==> src/rtl/cassette_fsk_record_encoder_unit_assert.svh <==
// assertion macros for the cassette fsk record encoder
// depends on clk and rst_n being visible at the point of use
`ifndef CASSETTE_FSK_RECORD_ENCODER_UNIT_ASSERT_SVH
`define CASSETTE_FSK_RECORD_ENCODER_UNIT_ASSERT_SVH

`ifndef SYNTHESIS
`define CFE_ASSERT_SAME(label, ante, cons) \
  label: assert property (@(posedge clk) disable iff (!rst_n) (ante) |-> (cons)) \
    else $error("cfe assertion failed");
`define CFE_ASSERT_NEXT(label, ante, cons) \
  label: assert property (@(posedge clk) disable iff (!rst_n) (ante) |=> (cons)) \
    else $error("cfe assertion failed");
`else
`define CFE_ASSERT_SAME(label, ante, cons)
`define CFE_ASSERT_NEXT(label, ante, cons)
`endif

`endif

==> src/rtl/cfe_pkg.sv <==
`timescale 1ns / 1ps
// shared constants and types for the cassette fsk record encoder
// no dependencies
package cfe_pkg;

  localparam int DEFAULT_TIME_BITS = 32;
  localparam int COUNT_W = 40;

  localparam logic [1:0] CMD_REMOTE = 2'd0;
  localparam logic [1:0] CMD_DATA   = 2'd1;
  localparam logic [1:0] CMD_PULL   = 2'd2;

  localparam logic [1:0] LINE_IDLE  = 2'd0;
  localparam logic [1:0] LINE_MARK  = 2'd1;
  localparam logic [1:0] LINE_SPACE = 2'd2;

  localparam logic [1:0] PEND_NONE  = 2'd0;
  localparam logic [1:0] PEND_MARK  = 2'd1;
  localparam logic [1:0] PEND_SPACE = 2'd2;
  localparam logic [1:0] PEND_IDLE  = 2'd3;

  localparam logic [1:0] REG_RECORD_ENABLE = 2'd0;
  localparam logic [1:0] REG_WAV_FORMAT    = 2'd1;
  localparam logic [1:0] REG_CPU_CLOCK_HZ  = 2'd2;

  localparam logic [31:0] CLOCK_HZ_RESET = 32'd2457600;
  localparam logic [15:0] MULT_TONE      = 16'd2400;
  localparam logic [15:0] MULT_IDLE      = 16'd48000;
  localparam logic [4:0]  MARK_HALF      = 5'd10;
  localparam logic [4:0]  SPACE_HALF     = 5'd20;
  localparam logic [6:0]  RUN_MAX        = 7'h7f;
  localparam logic [7:0]  SAMPLE_HIGH    = 8'hff;
  localparam logic [7:0]  SAMPLE_LOW     = 8'h00;
  localparam logic [7:0]  SAMPLE_MID     = 8'h80;

  typedef struct packed {
    logic busy;
    logic done;
  } cfe_div_stat_t;

endpackage

==> src/rtl/cfe_if.sv <==
`timescale 1ns / 1ps
// valid/ready channel interfaces for the encoder input and result streams
// no dependencies
interface cfe_in_if;
  logic        valid;
  logic        ready;
  logic [1:0]  command;
  logic        level;
  logic [31:0] timestamp;
  modport source (output valid, command, level, timestamp, input ready);
  modport sink (input valid, command, level, timestamp, output ready);
endinterface

interface cfe_out_if;
  logic       valid;
  logic       ready;
  logic [7:0] out_byte;
  logic       byte_valid;
  logic       segment_end;
  logic       event_rejected;
  modport source (output valid, out_byte, byte_valid, segment_end, event_rejected,
                  input ready);
  modport sink (input valid, out_byte, byte_valid, segment_end, event_rejected,
                output ready);
endinterface

==> src/rtl/cassette_fsk_record_encoder_unit.sv <==
`timescale 1ns / 1ps
// cassette fsk record encoder, top level: sequencer, line state, byte generator
// depends on cfe_pkg, cfe_if, cfe_div and the assertion header
//
// usage
// in_if carries events (remote line, data line) and pull commands, each with a
// timestamp; every accepted transaction yields exactly one result on out_if.
// a pull returns the next audio byte (sample or run code) of the pending
// segment; an event that ends a segment while recording starts a conversion.
// the result is registered the cycle after acceptance. an event that ends a
// recorded segment keeps in_if.ready low while the sequencer steps through
// its multiply, load and divide states, where the bit-serial divider turns the
// segment length into a tone cycle or sample count; other transactions do not.
// a new transaction is taken while the result register is being
// drained; when out_if is stalled the result holds and in_if.ready stays low.
// cfg_we writes one register per cycle by cfg_index; the user must write only
// while idle, the block does not enforce it. reset: synchronous, active low;
// registers and line state return to their reset values, no clearing pass.

`include "cassette_fsk_record_encoder_unit_assert.svh"

module cassette_fsk_record_encoder_unit
  import cfe_pkg::*;
#(
  parameter int TIME_BITS = DEFAULT_TIME_BITS
) (
  input  logic        clk,
  input  logic        rst_n,
  cfe_in_if.sink      in_if,
  cfe_out_if.source   out_if,
  input  logic        cfg_we,
  input  logic [1:0]  cfg_index,
  input  logic [31:0] cfg_data
);

  localparam int EW     = (TIME_BITS < 32) ? TIME_BITS : 32;
  localparam int PROD_W = EW + 16;
  localparam int NUM_W  = ((PROD_W > 33) ? PROD_W : 33) + 1;
  localparam int DEN_W  = 33;
  localparam int NW     = NUM_W + 1;

  localparam logic [1:0] ST_IDLE = 2'd0;
  localparam logic [1:0] ST_MUL  = 2'd1;
  localparam logic [1:0] ST_LOAD = 2'd2;
  localparam logic [1:0] ST_DIV  = 2'd3;

  logic [1:0] state_r, state_nxt;

  logic        record_enable_r;
  logic        wav_format_r;
  logic [31:0] cpu_clock_hz_r;

  logic               remote_on_r, remote_on_nxt;
  logic [1:0]         line_kind_r, line_kind_nxt;
  logic [EW-1:0]      seg_start_r, seg_start_nxt;
  logic [1:0]         pend_kind_r, pend_kind_nxt;
  logic [COUNT_W-1:0] pend_count_r, pend_count_nxt;
  logic               half_phase_r, half_phase_nxt;
  logic [4:0]         half_left_r, half_left_nxt;

  logic [1:0]        emit_kind_r, emit_kind_nxt;
  logic [EW-1:0]     elapsed_r, elapsed_nxt;
  logic [PROD_W-1:0] prod_r;

  logic       out_valid_r, out_valid_nxt;
  logic [7:0] obyte_r, obyte_nxt;
  logic       bval_r, bval_nxt;
  logic       segend_r, segend_nxt;
  logic       rej_r, rej_nxt;

  logic          in_fire;
  logic          emit_tone;
  logic [15:0]   mult_k;
  logic [31:0]   clk_eff;
  logic          div_start;
  logic [NUM_W-1:0] div_num;
  logic [DEN_W-1:0] div_den;
  cfe_div_stat_t div_stat;
  logic [NUM_W-1:0] div_quot;
  logic [NW+COUNT_W-1:0] n_ext;
  logic [COUNT_W-1:0]    n_sat;

  assign in_if.ready = (state_r == ST_IDLE) && (!out_valid_r || out_if.ready);
  assign in_fire     = in_if.valid && in_if.ready;

  assign emit_tone = (emit_kind_r == LINE_MARK) || (emit_kind_r == LINE_SPACE);
  assign mult_k    = emit_tone ? MULT_TONE : MULT_IDLE;
  assign clk_eff   = (cpu_clock_hz_r == 32'd0) ? 32'd1 : cpu_clock_hz_r;
  assign div_start = (state_r == ST_LOAD);
  assign div_num   = NUM_W'(prod_r) + (emit_tone ? NUM_W'(clk_eff) : NUM_W'(0));
  assign div_den   = emit_tone ? {clk_eff, 1'b0} : {1'b0, clk_eff};

  cfe_div #(
    .NUM_W (NUM_W),
    .DEN_W (DEN_W)
  ) u_div (
    .clk   (clk),
    .rst_n (rst_n),
    .start (div_start),
    .num   (div_num),
    .den   (div_den),
    .stat  (div_stat),
    .quot  (div_quot)
  );

  // mark counts two tone cycles per bit cell, then clamp to the counter width
  assign n_ext = (emit_kind_r == LINE_MARK) ? (NW + COUNT_W)'({div_quot, 1'b0})
                                            : (NW + COUNT_W)'(div_quot);
  assign n_sat = (|n_ext[NW+COUNT_W-1:COUNT_W]) ? {COUNT_W{1'b1}} : n_ext[COUNT_W-1:0];

  always_comb begin
    logic [4:0] left;
    logic [6:0] run_len;
    state_nxt      = state_r;
    remote_on_nxt  = remote_on_r;
    line_kind_nxt  = line_kind_r;
    seg_start_nxt  = seg_start_r;
    pend_kind_nxt  = pend_kind_r;
    pend_count_nxt = pend_count_r;
    half_phase_nxt = half_phase_r;
    half_left_nxt  = half_left_r;
    emit_kind_nxt  = emit_kind_r;
    elapsed_nxt    = elapsed_r;
    out_valid_nxt  = out_valid_r && !out_if.ready;
    obyte_nxt      = obyte_r;
    bval_nxt       = bval_r;
    segend_nxt     = segend_r;
    rej_nxt        = rej_r;
    left           = '0;
    run_len        = '0;

    unique case (state_r)
      ST_IDLE: begin
        if (in_fire) begin
          out_valid_nxt = 1'b1;
          obyte_nxt     = 8'h00;
          bval_nxt      = 1'b0;
          segend_nxt    = 1'b0;
          rej_nxt       = 1'b0;
          unique case (in_if.command)
            CMD_REMOTE, CMD_DATA: begin
              if (pend_kind_r != PEND_NONE) begin
                rej_nxt = 1'b1;
              end else begin
                if (in_if.command == CMD_REMOTE) begin
                  if (!remote_on_r && in_if.level) begin
                    line_kind_nxt = LINE_IDLE;
                    seg_start_nxt = in_if.timestamp[EW-1:0];
                  end else if (remote_on_r && !in_if.level && record_enable_r) begin
                    state_nxt = ST_MUL;
                  end
                  remote_on_nxt = in_if.level;
                end else begin
                  if (remote_on_r && record_enable_r) begin
                    state_nxt = ST_MUL;
                  end
                  line_kind_nxt = in_if.level ? LINE_MARK : LINE_SPACE;
                  seg_start_nxt = in_if.timestamp[EW-1:0];
                end
                emit_kind_nxt = line_kind_r;
                elapsed_nxt   = in_if.timestamp[EW-1:0] - seg_start_r;
              end
            end
            CMD_PULL: begin
              if (pend_kind_r == PEND_IDLE) begin
                bval_nxt = 1'b1;
                if (wav_format_r) begin
                  obyte_nxt      = SAMPLE_MID;
                  pend_count_nxt = pend_count_r - 1'b1;
                end else begin
                  run_len = (pend_count_r < COUNT_W'(RUN_MAX)) ? pend_count_r[6:0]
                                                               : RUN_MAX;
                  obyte_nxt      = {1'b0, run_len};
                  pend_count_nxt = pend_count_r - COUNT_W'(run_len);
                end
                if (pend_count_nxt == '0) begin
                  pend_kind_nxt = PEND_NONE;
                  segend_nxt    = 1'b1;
                end
              end else if (pend_kind_r != PEND_NONE) begin
                bval_nxt = 1'b1;
                left = (half_left_r != 5'd0) ? half_left_r
                     : ((pend_kind_r == PEND_MARK) ? MARK_HALF : SPACE_HALF);
                if (wav_format_r) begin
                  obyte_nxt = half_phase_r ? SAMPLE_LOW : SAMPLE_HIGH;
                  left      = left - 5'd1;
                end else begin
                  obyte_nxt = {~half_phase_r, 2'b00, left};
                  left      = 5'd0;
                end
                half_left_nxt = left;
                if (left == 5'd0) begin
                  if (!half_phase_r) begin
                    half_phase_nxt = 1'b1;
                  end else begin
                    half_phase_nxt = 1'b0;
                    pend_count_nxt = pend_count_r - 1'b1;
                    if (pend_count_nxt == '0) begin
                      pend_kind_nxt = PEND_NONE;
                      segend_nxt    = 1'b1;
                    end
                  end
                end
              end
            end
            default: begin
            end
          endcase
        end
      end
      ST_MUL: begin
        state_nxt = ST_LOAD;
      end
      ST_LOAD: begin
        state_nxt = ST_DIV;
      end
      ST_DIV: begin
        if (div_stat.done) begin
          state_nxt      = ST_IDLE;
          pend_kind_nxt  = emit_tone ? emit_kind_r : PEND_IDLE;
          pend_count_nxt = n_sat;
          half_phase_nxt = 1'b0;
          half_left_nxt  = 5'd0;
          if (n_sat == '0) begin
            pend_kind_nxt = PEND_NONE;
          end
        end
      end
      default: begin
        state_nxt = ST_IDLE;
      end
    endcase
  end

  always_ff @(posedge clk) begin
    if (!rst_n) begin
      state_r         <= ST_IDLE;
      record_enable_r <= 1'b0;
      wav_format_r    <= 1'b0;
      cpu_clock_hz_r  <= CLOCK_HZ_RESET;
      remote_on_r     <= 1'b0;
      line_kind_r     <= LINE_IDLE;
      seg_start_r     <= '0;
      pend_kind_r     <= PEND_NONE;
      pend_count_r    <= '0;
      half_phase_r    <= 1'b0;
      half_left_r     <= '0;
      out_valid_r     <= 1'b0;
    end else begin
      state_r      <= state_nxt;
      remote_on_r  <= remote_on_nxt;
      line_kind_r  <= line_kind_nxt;
      seg_start_r  <= seg_start_nxt;
      pend_kind_r  <= pend_kind_nxt;
      pend_count_r <= pend_count_nxt;
      half_phase_r <= half_phase_nxt;
      half_left_r  <= half_left_nxt;
      out_valid_r  <= out_valid_nxt;
      if (cfg_we) begin
        unique case (cfg_index)
          REG_RECORD_ENABLE: record_enable_r <= cfg_data[0];
          REG_WAV_FORMAT:    wav_format_r    <= cfg_data[0];
          REG_CPU_CLOCK_HZ:  cpu_clock_hz_r  <= cfg_data;
          default: begin
          end
        endcase
      end
    end
    emit_kind_r <= emit_kind_nxt;
    elapsed_r   <= elapsed_nxt;
    prod_r      <= PROD_W'(elapsed_r) * PROD_W'(mult_k);
    obyte_r     <= obyte_nxt;
    bval_r      <= bval_nxt;
    segend_r    <= segend_nxt;
    rej_r       <= rej_nxt;
  end

  assign out_if.valid          = out_valid_r;
  assign out_if.out_byte       = obyte_r;
  assign out_if.byte_valid     = bval_r;
  assign out_if.segment_end    = segend_r;
  assign out_if.event_rejected = rej_r;

  `CFE_ASSERT_SAME(a_done_in_div, div_stat.done, state_r == ST_DIV)
  `CFE_ASSERT_SAME(a_count_kind, 1'b1, (pend_kind_r == PEND_NONE) == (pend_count_r == '0))
  `CFE_ASSERT_SAME(a_half_bound, 1'b1, half_left_r <= SPACE_HALF)
  `CFE_ASSERT_SAME(a_conv_no_pend, state_r == ST_MUL, pend_kind_r == PEND_NONE)
  `CFE_ASSERT_NEXT(a_load_busy, state_r == ST_LOAD, div_stat.busy)
  `CFE_ASSERT_SAME(a_segend_byte, out_valid_r && segend_r, bval_r && !rej_r)

endmodule

==> src/rtl/cfe_div.sv <==
`timescale 1ns / 1ps
// iterative restoring divider, one quotient bit per cycle
// depends on cfe_pkg
module cfe_div
  import cfe_pkg::*;
#(
  parameter int NUM_W = 49,
  parameter int DEN_W = 33
) (
  input  logic             clk,
  input  logic             rst_n,
  input  logic             start,
  input  logic [NUM_W-1:0] num,
  input  logic [DEN_W-1:0] den,
  output cfe_div_stat_t    stat,
  output logic [NUM_W-1:0] quot
);

  localparam int CW = $clog2(NUM_W);
  localparam logic [CW-1:0] LAST = CW'(NUM_W - 1);

  logic             busy_r, busy_nxt;
  logic             done_r, done_nxt;
  logic [CW-1:0]    cnt_r, cnt_nxt;
  logic [DEN_W:0]   rem_r, rem_nxt;
  logic [NUM_W-1:0] quo_r, quo_nxt;
  logic [DEN_W-1:0] den_r, den_nxt;

  logic [DEN_W:0]   rem_sh;
  logic             fits;

  assign rem_sh = {rem_r[DEN_W-1:0], quo_r[NUM_W-1]};
  assign fits   = rem_sh >= {1'b0, den_r};

  always_comb begin
    busy_nxt = busy_r;
    done_nxt = 1'b0;
    cnt_nxt  = cnt_r;
    rem_nxt  = rem_r;
    quo_nxt  = quo_r;
    den_nxt  = den_r;
    if (start) begin
      busy_nxt = 1'b1;
      cnt_nxt  = '0;
      rem_nxt  = '0;
      quo_nxt  = num;
      den_nxt  = den;
    end else if (busy_r) begin
      rem_nxt = fits ? (rem_sh - {1'b0, den_r}) : rem_sh;
      quo_nxt = {quo_r[NUM_W-2:0], fits};
      cnt_nxt = cnt_r + 1'b1;
      if (cnt_r == LAST) begin
        busy_nxt = 1'b0;
        done_nxt = 1'b1;
      end
    end
  end

  always_ff @(posedge clk) begin
    if (!rst_n) begin
      busy_r <= 1'b0;
      done_r <= 1'b0;
      cnt_r  <= '0;
    end else begin
      busy_r <= busy_nxt;
      done_r <= done_nxt;
      cnt_r  <= cnt_nxt;
    end
    rem_r <= rem_nxt;
    quo_r <= quo_nxt;
    den_r <= den_nxt;
  end

  assign stat.busy = busy_r;
  assign stat.done = done_r;
  assign quot      = quo_r;

endmodule

==> src/flat_wrapper.sv <==
// flat-port wrapper written by rule: the top's interface ports become plain ports
module cassette_fsk_record_encoder_unit_flat import cfe_pkg::*;
#(
  parameter int TIME_BITS = DEFAULT_TIME_BITS
)
  (clk, rst_n, cfg_we, cfg_index, cfg_data, in_if_valid, in_if_command, in_if_level, in_if_timestamp, in_if_ready, out_if_valid, out_if_out_byte, out_if_byte_valid, out_if_segment_end, out_if_event_rejected, out_if_ready);
  cfe_in_if in_if_i ();
  cfe_out_if out_if_i ();
  input  logic clk;
  input  logic rst_n;
  input  logic cfg_we;
  input  logic [1:0] cfg_index;
  input  logic [31:0] cfg_data;
  input wire logic [$bits(in_if_i.valid)-1:0] in_if_valid;
  input wire logic [$bits(in_if_i.command)-1:0] in_if_command;
  input wire logic [$bits(in_if_i.level)-1:0] in_if_level;
  input wire logic [$bits(in_if_i.timestamp)-1:0] in_if_timestamp;
  output wire logic [$bits(in_if_i.ready)-1:0] in_if_ready;
  output wire logic [$bits(out_if_i.valid)-1:0] out_if_valid;
  output wire logic [$bits(out_if_i.out_byte)-1:0] out_if_out_byte;
  output wire logic [$bits(out_if_i.byte_valid)-1:0] out_if_byte_valid;
  output wire logic [$bits(out_if_i.segment_end)-1:0] out_if_segment_end;
  output wire logic [$bits(out_if_i.event_rejected)-1:0] out_if_event_rejected;
  input wire logic [$bits(out_if_i.ready)-1:0] out_if_ready;
  assign in_if_i.valid = in_if_valid;
  assign in_if_i.command = in_if_command;
  assign in_if_i.level = in_if_level;
  assign in_if_i.timestamp = in_if_timestamp;
  assign in_if_ready = in_if_i.ready;
  assign out_if_valid = out_if_i.valid;
  assign out_if_out_byte = out_if_i.out_byte;
  assign out_if_byte_valid = out_if_i.byte_valid;
  assign out_if_segment_end = out_if_i.segment_end;
  assign out_if_event_rejected = out_if_i.event_rejected;
  assign out_if_i.ready = out_if_ready;
  cassette_fsk_record_encoder_unit #(.TIME_BITS(TIME_BITS)) u_core (.clk(clk), .rst_n(rst_n), .in_if(in_if_i), .out_if(out_if_i), .cfg_we(cfg_we), .cfg_index(cfg_index), .cfg_data(cfg_data));
endmodule
==> config.mk <==
export PLATFORM = sky130hd
export DESIGN_NAME = cassette_fsk_record_encoder_unit_flat
export DESIGN_NICKNAME = d
export VERILOG_FILES = /design/src/rtl/cfe_pkg.sv /design/src/rtl/cfe_if.sv /design/src/rtl/cassette_fsk_record_encoder_unit.sv /design/src/rtl/cfe_div.sv /design/src/flat_wrapper.sv
export VERILOG_INCLUDE_DIRS = /design/src /design/src/rtl
export SDC_FILE = /design/constraint.sdc
export NUM_CORES = 2
export LEC_CHECK = 0
export BUFFER_PORTS_ARGS = -buffer_cell sky130_fd_sc_hd__buf_2
export CAP_MARGIN = 5
export CORE_ASPECT_RATIO = 0.8
export CORE_MARGIN = 3
export CORE_UTILIZATION = 60
export CTS_BUF_LIST = sky130_fd_sc_hd__clkbuf_16
export DETAILED_ROUTE_END_ITERATION = 8
export MAX_ROUTING_LAYER = met4
export PLACE_DENSITY_LB_ADDON = 0.25
export RECOVER_POWER = 50
export REMOVE_ABC_BUFFERS = 1
export SYNTH_ARGS = -nofsm -noshare
export SYNTH_HDL_FRONTEND = slang
export SYNTH_HIERARCHICAL = 1
export SYNTH_SLANG_ARGS = --single-unit
export TNS_END_PERCENT = 5
==> constraint.sdc <==
create_clock -name clk -period 12.9 [get_ports clk]
set_clock_uncertainty 0.1 [all_clocks]
set_input_delay 2.58 -clock clk [delete_from_list [all_inputs] [get_ports clk]]
set_output_delay 2.58 -clock clk [all_outputs]
set_load 0.01 [all_outputs]
==> reports/summary.log <==
INFO  drt            ant_nets=0
INFO  sta            report.final.slew_viol_count=272
INFO  worst_setup_path crit_path_cell_trace=ha_1, buf_4, and2_1, fa_1, inv_1, fa_1, inv_1, fa_1, fa_1, fa_1, ha_1, ha_1, a211oi_1, nor2_1, o31ai_1, a31oi_1, o211ai_1, a41oi_1, o31ai_1, o211ai_1, or4_1, a31oi_1, xnor2_1
INFO  worst_setup_path critical-path-top-delay-family=adder cells
INFO  outcome        outcome=complete, but fails checks
INFO  synth          summed_instance_area_of_the_synthesized_netlist=31,300um^2
INFO  sta            worst_slew_margin_rel=-2.08
INFO  clock_network  clk_pin_slew_worst_paths=0.06ns
INFO  outcome        violations=capacitance limit, slew limit
INFO  final_layout   sequential_cell_area=7900um^2
INFO  sta            hold_violations=0
INFO  synth          syn-instance-count=3,567
INFO  worst_setup_path critical_path_peak_fanout=93
INFO  drt            drt-vias-per-instance=6.05
INFO  final_layout   area_growth_syn_to_layout=6.62%
INFO  sta            timing_worst_slew_pin_value=4.62ns
INFO  synth          synth_warnings=6
INFO  floorplanning  die-area=55,000um^2
INFO  clock_network  ctsRootBufferMaster=clkbuf_16
INFO  floorplanning  dieWidth=261um
INFO  clock_network  clock_tree_from_tritoncts=built
INFO  flow_run       max-cap-violations=5
INFO  final_layout   drive_above_1_share=0.0736
INFO  sta            finalWorstPathRequiredPeriod=9.18ns
INFO  min_path       kind_of_path_behind_the_tightest_hold_check=flip-flop to flip-flop
INFO  sta            grt_setup_unrepaired=no
INFO  pwr            pwr_density_cell=231nW/um^2
INFO  clock_network  clock_path_buffers=3
INFO  worst_setup_path timing.critical_path.from_type=flip-flop
INFO  floorplanning  floorplan.core_area=51,300um^2
INFO  global_route   grt_overflow_total=0
INFO  drt            detail_route.iter0.violations=2,327
INFO  placed_design  dp_hpwl=65.9mm
INFO  placed_design  place_inst=4,200
INFO  sta            achievable-frequency=109MHz
INFO  clock_network  cts.sinks=331
INFO  drt            route.vias.total=25,900
INFO  synth          mapped_avg_cell_area=8.78um^2
INFO  worst_setup_path worst-endpoint-arrival=9.57ns
INFO  final_layout   fillCellCount=4,223
INFO  worst_setup_path critPathMostFrequentCell=fa_1
INFO  global_route   grt_start_max_net_pins=94
INFO  sta            setup-violations-final=0
INFO  final_layout   multiInputGateArea=20,800um^2
INFO  pwr            worst_ir_drop_vdd=207uV
INFO  final_layout   post_route_design_area=33,400um^2
INFO  final_layout   finish.net_count=4,176
INFO  worst_setup_path criticalPathCategory=flip-flop to flip-flop
INFO  placed_design  placement.io_buffers=86
INFO  sta            finalSetupTns=0ns
INFO  worst_setup_path critPathMaxStageDelay=1.01ns
INFO  pwr            totalPowerFinal=7.70mW
INFO  floorplanning  design.portCount=87
INFO  clock_network  cts.repair.resized=0
INFO  pwr            cellLeakagePower=15.1nW
INFO  final_layout   post_layout_nonfiller_instances=4,273
INFO  worst_setup_path crit_path_end_kind=flip-flop
INFO  clock_network  clk_latency=0.60ns
INFO  final_layout   final_common_cell=inv_1
INFO  clock_network  postCtsHoldBufs=0
INFO  clock_network  tritoncts.num_buffers=39
INFO  worst_setup_path crit_path_top_delay_cell=ha_1
INFO  global_route   grt_antenna_before_repair=1
INFO  placed_design  gp_congestion=1.00
INFO  sta            hold_ws=0.353ns
INFO  sta            min_period_over_period=0.711
INFO  clock_network  ctsHtreeMaxLevel=2
INFO  drt            detail_route.wl_per_cell=19.8um
INFO  worst_setup_path crit_required=13.29ns
INFO  global_route   grt_pass1_vias=25,400
INFO  final_layout   most-common-layout-cells=522 x inv_1, 335 x ha_1, 289 x nand2_1
INFO  global_route   grt.total_usage=0.317
INFO  worst_setup_path regToRegSetupSlack=3.72ns
INFO  drt            wl=84.4mm
INFO  clock_network  cts.repair_timing.setup_buffer_count=0
INFO  worst_setup_path worst-path-buf-inv=3
INFO  floorplanning  start_util=0.610
INFO  placed_design  postPlaceCellArea=32,200um^2
INFO  drt            firstDrtPassIters=7
INFO  global_route   global_route_wire_length_before_repair=136mm
INFO  drt            drc=0
INFO  floorplanning  floorplan.rows=74
INFO  floorplanning  die_height=210um
==> cell type report <==
type,instances,area share
multi-input cells,2559,0.624
flip-flops and latches,331,0.237
inverters,517,0.0582
clock buffers,40,0.0300
well taps,684,0.0256
repair buffers,109,0.0171
clock inverters,32,0.00866
diodes,1,0.0000749
==> routing by layer <==
metal	share of wire	global-route usage	up-vias
met5	0	-	-
li1	-	-	12200
met3	0.074	0.0389	150
met4	0.025	0.0837	0
met2	0.45	0.492	993
met1	0.45	0.442	12500
==> sequential cells by signal, indices dropped and copies added (netlist names), 5 cells and up <==
signal	cells
u_core/cpu_clock_hz_r	32
u_core/elapsed_r	32
u_core/half_left_r	5
u_core/out_if.out_byte	8
u_core/pend_count_r	40
u_core/prod_r	43
u_core/seg_start_r	32
u_core/u_div/cnt_r	6
u_core/u_div/den_r	33
u_core/u_div/quot	49
u_core/u_div/rem_r	33
==> through the flow <==
step	worst slack, ns	util
after floorplan	4.51	-
after global placement	4.70	0.627
after detailed placement	4.41	0.627
after CTS	4.36	0.652
after global routing	3.11	0.651
final	3.72	0.651
==> where the power goes <==
group	switching [mW]	internal (mW)
Combinational	2.95	2.25
Sequential	0.101	1.29
Clock	0.486	0.619
==> path summary, 6_finish.rpt <==
check                                     startpoint                                  to  cells past startpoint
setup / recovery     u_core/emit_kind_r[1]$_DFFE_PP_           u_core/prod_r[47]$_DFF_P_                     23
hold / removal    u_core/seg_start_r[9]$_SDFFE_PN0P_  u_core/seg_start_r[9]$_SDFFE_PN0P_                      2
setup reg to reg     u_core/emit_kind_r[1]$_DFFE_PP_           u_core/prod_r[47]$_DFF_P_                     23
hold reg to reg   u_core/seg_start_r[9]$_SDFFE_PN0P_  u_core/seg_start_r[9]$_SDFFE_PN0P_                      2
==> worst register-to-register path, cell delays in order (launching register included) <==
cell and delay (ns):
edfxtp_1 0.42, ha_1 1.01, buf_4 0.81, and2_1 0.48
fa_1 0.46, inv_1 0.10, fa_1 0.41, inv_1 0.08
fa_1 0.43, fa_1 0.52, fa_1 0.49, ha_1 0.31
ha_1 0.39, a211oi_1 0.32, nor2_1 0.13, o31ai_1 0.30
a31oi_1 0.23, o211ai_1 0.34, a41oi_1 0.21, o31ai_1 0.52
o211ai_1 0.24, or4_1 0.44, a31oi_1 0.22, xnor2_1 0.13
Power figures use the tool's default switching activity.
